$ cat config.mk
export PLATFORM = sky130hd
export DESIGN_NAME = bgi_frac_div
export DESIGN_NICKNAME = d
export VERILOG_FILES = /design/src/sv/bgi_pkg.sv /design/src/sv/bgi_frac_div.sv
export SDC_FILE = /design/constraint.sdc
export NUM_CORES = 1
export LEC_CHECK = 0
export ABC_AREA = 1
export BUFFER_PORTS_ARGS = -buffer_cell sky130_fd_sc_hd__buf_4
export CORE_AREA = 2 2 123 113
export CTS_CLUSTER_SIZE = 16
export DETAILED_ROUTE_END_ITERATION = 10
export DIE_AREA = 0 0 125 115
export GPL_ROUTABILITY_DRIVEN = 1
export PLACE_DENSITY = 0.88
export RECOVER_POWER = 100
export SLEW_MARGIN = 0
export SYNTH_ARGS = -nofsm -noshare
export SYNTH_HDL_FRONTEND = slang
export SYNTH_SLANG_ARGS = --single-unit
$ cat constraint.sdc
create_clock -name clk -period 6.8 [get_ports clk]
set_clock_uncertainty 0.1 [all_clocks]
set_input_delay 1.02 -clock clk [delete_from_list [all_inputs] [get_ports clk]]
set_output_delay 1.02 -clock clk [all_outputs]
set_load 0.01 [all_outputs]
$ cat src/sv/bgi_pkg.sv
package bgi_pkg;

  localparam int VAL_W      = 32;
  localparam int IDX_W      = 6;
  localparam int AXIS_DEPTH = 64;
  localparam int GRID_DEPTH = 4096;
  localparam int CNT_W      = 7;
  localparam int FRAC_W     = 17;
  localparam int DIV_STEPS  = 16;

  localparam logic [FRAC_W-1:0] FRAC_ONE = 17'h10000;

  localparam logic [1:0] KIND_LOAD_X = 2'd0;
  localparam logic [1:0] KIND_LOAD_Y = 2'd1;
  localparam logic [1:0] KIND_LOAD_G = 2'd2;
  localparam logic [1:0] KIND_QUERY  = 2'd3;

  typedef enum logic [3:0] {
    ST_IDLE,
    ST_SCAN,
    ST_SCAN_END,
    ST_AREQ0,
    ST_AREQ1,
    ST_AREQ2,
    ST_RANGE,
    ST_DIVX,
    ST_WAITX,
    ST_DIVY,
    ST_WAITY,
    ST_GRID,
    ST_LERP,
    ST_DONE
  } state_t;

  typedef struct packed {
    logic signed [VAL_W-1:0] amin;
    logic signed [VAL_W-1:0] amax;
    logic [IDX_W-1:0]        cell_idx;
  } scan_res_t;

endpackage

$ cat src/sv/bgi_frac_div.sv
module bgi_frac_div import bgi_pkg::*; (
  input  logic                  clk,
  input  logic                  rst,
  input  logic                  start,
  input  logic signed [VAL_W:0] num,
  input  logic signed [VAL_W:0] den,
  output logic                  done,
  output logic [FRAC_W-1:0]     frac
);

  logic                 busy;
  logic [4:0]           cnt;
  logic [VAL_W:0]       rem;
  logic [VAL_W:0]       den_r;
  logic [DIV_STEPS-1:0] quo;
  logic [VAL_W:0]       rem2;
  logic                 take;
  logic [DIV_STEPS-1:0] quo_next;

  assign rem2     = {rem[VAL_W-1:0], 1'b0};
  assign take     = (rem2 >= den_r);
  assign quo_next = {quo[DIV_STEPS-2:0], take};

  always_ff @(posedge clk) begin
    if (rst) begin
      busy <= 1'b0;
      done <= 1'b0;
    end else begin
      done <= 1'b0;
      if (start) begin
        if (den <= 0 || num <= 0) begin
          frac <= '0;
          done <= 1'b1;
        end else if (num >= den) begin
          frac <= FRAC_ONE;
          done <= 1'b1;
        end else begin
          rem   <= num;
          den_r <= den;
          quo   <= '0;
          cnt   <= 5'(DIV_STEPS);
          busy  <= 1'b1;
        end
      end else if (busy) begin
        rem <= take ? rem2 - den_r : rem2;
        quo <= quo_next;
        cnt <= cnt - 1'b1;
        if (cnt == 5'd1) begin
          busy <= 1'b0;
          done <= 1'b1;
          frac <= {1'b0, quo_next};
        end
      end
    end
  end

endmodule

==> out/results.ini <==
[route]
drt_iter0_drc=849
met2_length_mm=10.1
wl_per_cell_um=16.5
m1WireLength_mm=8.39
maxUsedRoutingLayer=met4
route.met3.wl_mm=2.19
routed-via-count=7371
routed_wirelength_mm=21.3
ant_nets=0
via_per_inst=5.69
drc=0
dr.pass1.iters=6

[synthesis]
synth_flop_cell=edfxtp_1
synth.largest_area_cell=edfxtp_1
syn_avg_cell_area_um2=7.43
ys_ff_latch=104
synth_seq_area_share=0.401
synth_edf_count=102
synthArstFlopShare=0
synth-warning-count=0
synth_cell_types=34
synthTopCellsByCount=326 x nand2_1, 195 x inv_1, 102 x edfxtp_1
synth_area_mm2=0.00773
yosys.area.top_type_share=0.396
postSynthCellCount=1041
synth_area_leaders=edfxtp_1 40%, nand2_1 16%, ha_1 11%
synthesis.nets=1179
yosysMostFrequentCell=nand2_1

[worst_setup_path]
slowest_stage=clkbuf_1
cp.arrival_ps=4820
endpoint_kind=register
slowest_delay_ps=1710
crit_top_cell=clkbuf_1
startpoint_type=primary input
worst-path-buf-inv=2
path_cells=clkbuf_1 -> nand4_1 -> nor2_2 -> clkbuf_1
cp.required_ps=6640
critPathKind=primary input to register
critical_path_peak_fanout=54
timing.critical_path.max_delay_family=buffers and inverters

[global_route]
grt_pass1_wl_mm=34.0
antenna_found_initial=0
grt_pass1_vias=6979
grt_usage=0.298
grt_overflow=0
grt_max_degree=55

[sta]
relSlewSlack=-0.637
finalSetupTns_ps=0
whs_ps=385
setup_viol=0
tightest_slew_ps=2450
rsz0062_at_grt=false
final-hold-violation-count=0
final_max_slew_viol_count=127
fin_crit_ps=4980
period_share=0.732
max_freq_ghz=0.201

[floorplanning]
rows=40
initial_core_util=0.590
core_area_mm2=0.0131
die-area_mm2=0.0144
die_x_um=125
num_io_pins=87
die_h_um=115

[clock_tree]
clock_path_buffers=2
cts_tree=done
worstSkewPairLatency_ps=360
cts_resized=0
cts_hold_buffers=0
h-tree-depth=3
cts_buffers=9
clockRootBuffer=clkbuf_16
path_clk_slew_ps=80
postCtsSetupRepairBufs=0
clkSinkCount=104

[job]
drv_cap=3

[pwr]
p_per_area_mw_per_mm2=186
power.switching_uw=499
pwr-share-comb=0.212
leakage_uw=0.00441
p_int_uw=1120
seqPwrFrac=0.460
ir_worst_vdd_v=0.000174
switching_share=0.308
p_clk_frac=0.329

[final_layout]
antennaDiodeCount=0
drive_gt1_frac=0.0736
nets=1260
fillers=1093
syn_to_final_growth_pct=12.6

[placement]
dp.final_hpwl_mm=16.2
portBuffers=86
gp_congestion=1.04

[run_status]
status=finished, violations left
violations=max-capacitance violations, max-slew violations

[min_path]
min_path_type=register to register

## routing by layer
layer  up-vias  track usage
li1       3494            -
met1      3400        0.394
met2       422        0.499
met3        55       0.0521
met4         0        0.111
met5         -            0
## worst register-to-register path, stage by stage (launching register included)
cell and delay (ps):
edfxtp_1 410, ha_1 390, nand2_1 90, nand2_1 100
a21oi_2 230, nand3_2 190, nand3_1 160, nand3_2 100
nand2_2 610, nand2_4 460, nand2_1 190, nand3_1 140
nand2_1 180
## layout make-up
type                    instances  area [µm²]  share of cell area
multi-input cells             721        3800               0.437
flip-flops and latches        104        3100               0.356
inverters                     197         739              0.0850
repair buffers                 89         529              0.0608
clock buffers                   9         225              0.0259
well taps                     168         210              0.0241
clock inverters                 7        93.8              0.0108
## cell families after synthesis
family | after synthesis | share of synthesized area
fa+ha+maj | 69 | 0.113
buf+inv | 216 | 0.109
xor+xnor | 17 | 0.0193
flops | 104 | 0.401
simple gates | 561 | 0.307
compound gates | 74 | 0.0513
## state kept, by name, indices dropped and copies added (netlist names)
signal	flops
den_r	33
rem	32
frac	17
quo	15
cnt	5
busy	1
done	1
## layout by cell type (no fill, tap or decap), types with 3 or more instances in the layout
cell / instances
a21oi_1: 47
buf_4: 35
clkbuf_1: 37
clkbuf_16: 9
clkbuf_4: 17
clkinv_8: 4
edfxtp_1: 102
ha_1: 68
inv_1: 195
nand2_1: 326
nand2_2: 3
nand3_1: 97
nand3b_1: 11
nand4_1: 14
nor2_1: 90
nor3_1: 6
nor4_1: 4
o21ai_0: 16
o21bai_1: 4
xnor2_1: 15
## stage by stage
stage               instances   util  total power [µW]  instance area, µm²  setup WS [ps]
finish                   1295  0.664              1620                8700           1820
floorplan                1041      -               983                7730           1640
detailed placement       1279  0.650              1100                8520           2760
global placement         1279  0.650              1090                8520           2800
CTS                      1295  0.674              1620                8840           3110
global route             1295  0.664              1690                8700           1540
## final timing paths
kind	start	endpoint	slack (ps)	cells after the start
worst max-delay path	start	den_r[8]	1820	4
worst min register to register	busy	busy	380	2
worst max register to register	rem[5]	rem[25]	3320	12
worst min-delay path	busy	busy	380	2
## power by group through the flow
stage / sequential [µW] / combinational [µW] / clock (µW)
floorplan: 760 / 223 / 0
global placement: 759 / 327 / 0
detailed placement: 759 / 338 / 0
CTS: 745 / 342 / 535
global route: 748 / 380 / 562
finish: 746 / 344 / 533
Power figures use the tool's default switching activity.
