==> src/sv/bgi_pkg.sv <==
package bgi_pkg;

  localparam int VAL_W      = 32;
  localparam int IDX_W      = 6;
  localparam int AXIS_DEPTH = 64;
  localparam int GRID_DEPTH = 4096;
  localparam int CNT_W      = 7;
  localparam int FRAC_W     = 17;
  localparam int DIV_STEPS  = 16;

  localparam logic [FRAC_W-1:0] FRAC_ONE = 17'h10000;

  localparam logic [1:0] KIND_LOAD_X = 2'd0;
  localparam logic [1:0] KIND_LOAD_Y = 2'd1;
  localparam logic [1:0] KIND_LOAD_G = 2'd2;
  localparam logic [1:0] KIND_QUERY  = 2'd3;

  typedef enum logic [3:0] {
    ST_IDLE,
    ST_SCAN,
    ST_SCAN_END,
    ST_AREQ0,
    ST_AREQ1,
    ST_AREQ2,
    ST_RANGE,
    ST_DIVX,
    ST_WAITX,
    ST_DIVY,
    ST_WAITY,
    ST_GRID,
    ST_LERP,
    ST_DONE
  } state_t;

  typedef struct packed {
    logic signed [VAL_W-1:0] amin;
    logic signed [VAL_W-1:0] amax;
    logic [IDX_W-1:0]        cell_idx;
  } scan_res_t;

endpackage

==> src/sv/bgi_axis_scan.sv <==
module bgi_axis_scan import bgi_pkg::*; (
  input  logic                    clk,
  input  logic                    en,
  input  logic [IDX_W-1:0]        k,
  input  logic [IDX_W-1:0]        n_m1,
  input  logic signed [VAL_W-1:0] q,
  input  logic signed [VAL_W-1:0] a,
  output scan_res_t               res
);

  logic found;
  logic first;
  logic found_cur;

  assign first     = (k == '0);
  assign found_cur = first ? 1'b0 : found;

  always_ff @(posedge clk) begin
    if (en) begin
      if (first) begin
        res.amin <= a;
        res.amax <= a;
      end else begin
        if (a < res.amin) begin
          res.amin <= a;
        end
        if (a > res.amax) begin
          res.amax <= a;
        end
      end
      found <= found_cur;
      if (!found_cur) begin
        if (q == a) begin
          res.cell_idx <= (k == n_m1) ? k - 1'b1 : k;
          found        <= 1'b1;
        end else if (q < a) begin
          res.cell_idx <= first ? '0 : k - 1'b1;
          found        <= 1'b1;
        end else if (k == n_m1) begin
          res.cell_idx <= n_m1 - 1'b1;
          found        <= 1'b1;
        end
      end
    end
  end

endmodule

==> config.mk <==
export PLATFORM = sky130hd
export DESIGN_NAME = bgi_axis_scan
export DESIGN_NICKNAME = d
export VERILOG_FILES = /design/src/sv/bgi_pkg.sv /design/src/sv/bgi_axis_scan.sv
export SDC_FILE = /design/constraint.sdc
export NUM_CORES = 1
export LEC_CHECK = 0
export BUFFER_PORTS_ARGS = -buffer_cell sky130_fd_sc_hd__buf_2
export CAP_MARGIN = 20
export CORE_UTILIZATION = 25
export DETAILED_ROUTE_END_ITERATION = 7
export PLACE_DENSITY = 0.44
export SLEW_MARGIN = 20
export SYNTH_ARGS = -nofsm -noshare
export SYNTH_HDL_FRONTEND = slang
export SYNTH_SLANG_ARGS = --single-unit
==> constraint.sdc <==
create_clock -name clk -period 13.5 [get_ports clk]
set_input_delay 1.35 -clock clk [delete_from_list [all_inputs] [get_ports clk]]
set_output_delay 1.35 -clock clk [all_outputs]
set_load 0.01 [all_outputs]
==> qor.yml <==
place:
  dp_slack_ps: 8970
  dp_hpwl_um: 12000
  placed_area_sq_um: 6230
  place_congestion: 0.783
  portBuffers: 147
pwr:
  power.internal_w: 0.000468
  power_switching_w: 0.000191
  powerDensity_nw_per_um2: 101
  clkPwrFrac_pct: 36.0
  combPwrFrac_pct: 22.5
  swShare_pct: 29.0
  irDropWorstVdd_uv: 57.0
  p_seq_share_pct: 41.6
  power.leakage_nw: 3.23
clock_network:
  cts_tree: "yes"
  clk_pin_slew_ps: 60
  clockBufferDepth: 2
  cts_resized: 0
  cts_hold_buffers: 0
  cts_max_level: 3
  cts_made_buffers: 9
  cts.sinks: 71
  cts_root_buf: "clkbuf_16"
  insertion_delay_ps: 340
  post-cts-setup-buffer-count: 0
setup_path:
  path_max_fanout: 21
  reg2reg_depth: 10
  r2r_start: "res[36]"
  arrival_ps: 4030
  worstReg2RegEnd: "res[32]"
  worst_ep_required_time_ps: 13510
  rrSetupSlack_ps: 10210
  worstSetupPathType: "input port to flip-flop"
  start_kind: "input port"
  end_kind: "flip-flop"
detailed_routing:
  routed_wl_um: 14400
  drtPass1Iterations: 4
  num_vias: 4088
  ant_nets: 0
  drtIter0Drc: 190
  avgViaCountPerCell: 4.43
  wl_per_cell_um: 15.7
  drc: 0
sta:
  holdWs_ps: 581
  setup_viol: 0
  drv_slew: 0
  rsz0062_at_grt: "false"
  setup_tns_ps: 0
  worst_slew_pin_slew_ps: 899
  min_period_ps: 4020
  worst_slack_ps: 9480
  hold_violations: 0
  fin_crit_sh_pct: 29.8
  clock.fmax_ghz: 0.249
  final.setup_skew_ps: 7.11
  slew_headroom_pct: 39.6
cells_and_area:
  drive_gt1_share_pct: 26.7
  fin_area_sq_um: 6520
  num-fill-cells: 2095
  area_growth_pct: 26.9
  layout.nets: 822
synthesis:
  ys_types: 45
  ys.flop_type: "edfxtp_1"
  yosysWarnings: 0
  syn_area_sq_um: 5140
  synth.avg_cell_area_sq_um: 10.5
  seq_area_frac_synth_pct: 41.5
  synthesis.instances: 488
  synth_nets: 664
  ys_seq_elements: 71
  asyncSetResetFlopFracSynth_pct: 0
  synth_edf_count: 71
grt:
  grt_usage_pct: 14.2
  overflow: 0
  grt_antenna_before_repair: 1
  grt_pass1_wl_um: 22800
  grt_pass1_vias: 4147
  grt_max_degree: 22
floorplan:
  ios: 148
  die_area_sq_um: 21100
  initial_core_util_pct: 25.5
  die_height_um: 145
  rows: 52
  core_sq_um: 20200
  die_w_um: 145
hold_path:
  hold_path_class: "flip-flop to flip-flop"
  hold_path_depth: 2
  hold_start: "found"
  hold_end: "found"
status:
  status: "finished clean"
run:
  maxCapViolations: 0
-- power groups by stage --
| stage | clock network [W] | registers, W | logic (W) |
|---|---|---|---|
| 3_3_place_gp | 0 | 0.000279 | 0.000146 |
| 2_1_floorplan | 0 | 0.000285 | 0.0000774 |
| 5_1_grt | 0.000253 | 0.000276 | 0.000168 |
| 6_report | 0.000237 | 0.000274 | 0.000148 |
| 4_1_cts | 0.000245 | 0.000275 | 0.000151 |
| 3_5_place_dp | 0 | 0.000279 | 0.000150 |
-- per-layer routing --
metal	global-route usage, %	wire (um)
met3	3.45	894
met4	4.89	202
met5	0	0
met2	23.4	6590
met1	18.2	6750
-- kinds of logic after synthesis --
family / Yosys count / synth area share [%]
XOR/XNOR: 18 / 3.07
AND/OR/NAND/NOR: 99 / 10.8
buffers and inverters: 107 / 7.84
adder cells (fa/ha/maj): 98 / 23.9
AO/OA/AOI/OAI: 87 / 11.4
flip-flops: 71 / 41.5
multiplexers: 8 / 1.56
-- cells in the final DEF (no fill, tap or decap), types with 2 or more instances in the layout --
| master | n |
|---|---|
| o21ai_0 | 10 |
| nand4_1 | 21 |
| xnor2_1 | 9 |
| clkbuf_16 | 9 |
| nor3_1 | 11 |
| nor2_1 | 17 |
| buf_4 | 3 |
| nor2b_1 | 4 |
| clkinv_4 | 2 |
| o21a_1 | 3 |
| inv_1 | 104 |
| or3_1 | 6 |
| mux2i_1 | 8 |
| edfxtp_1 | 71 |
| ha_1 | 98 |
| o21ai_1 | 4 |
| nor3b_1 | 2 |
| a211oi_1 | 3 |
| clkinv_2 | 2 |
| nand3_1 | 6 |
| a21oi_1 | 31 |
| nand2_1 | 20 |
| buf_2 | 147 |
| o211ai_1 | 4 |
| xor2_1 | 9 |
| nand2b_1 | 2 |
| a21o_1 | 21 |
-- cell usage after synthesis, types with 6 or more instances --
cell / count / share of area (%)
a21o_1: 21 / 3.1
a21oi_1: 31 / 3.0
edfxtp_1: 71 / 42
ha_1: 98 / 24
inv_1: 104 / 7.6
mux2i_1: 8 / 1.6
nand2_1: 20 / 1.5
nand3_1: 6 / 0.58
nand4_1: 21 / 2.6
nor2_1: 17 / 1.2
nor3_1: 11 / 1.1
o21ai_0: 10 / 0.97
or3_1: 6 / 0.73
xnor2_1: 9 / 1.5
xor2_1: 9 / 1.5
-- area by class of cell --
type                    count  area [sq um]  share of cell area, %
clock buffers              10           229                   3.51
well taps                 270           338                   5.18
diodes                      1          2.50                 0.0384
multi-input cells         310          2610                   40.0
flip-flops and latches     71          2130                   32.7
repair buffers            150           758                   11.6
inverters                 104           390                   5.99
clock inverters             6          61.3                  0.940
-- critical path: stages --
cell and delay [ps]:
buf_2 140, ha_1 310, nand4_1 140, nor3_1 390, o21ai_0 150, o21ai_1 170
a2111oi_0 80, a221oi_1 280, o21a_1 580, buf_4 410
-- state kept, by name, summed over array words and instances, names as in the netlist --
| signal | flops |
|---|---|
| res | 70 |
| found | 1 |
-- worst max path at each step --
stage / from / endpoint / slack, ps / depth (start not counted)
detailed placement: a[21] / res[36] / 8970 / 9
global placement: a[21] / res[36] / 9090 / 10
floorplan: a[25] / res[38] / 6980 / 8
finish: a[30] / res[32] / 9480 / 10
CTS: a[21] / res[34] / 9330 / 9
global route: a[23] / res[25] / 9160 / 9
-- metrics by stage --
step,power (W),std cells,util (%)
after floorplan,0.000363,488,-
after global placement,0.000425,905,30.9
after detailed placement,0.000429,905,30.9
after CTS,0.000671,921,32.3
after global routing,0.000698,921,32.3
final,0.000659,922,32.3
No activity file was read; power rests on OpenSTA's default activity.
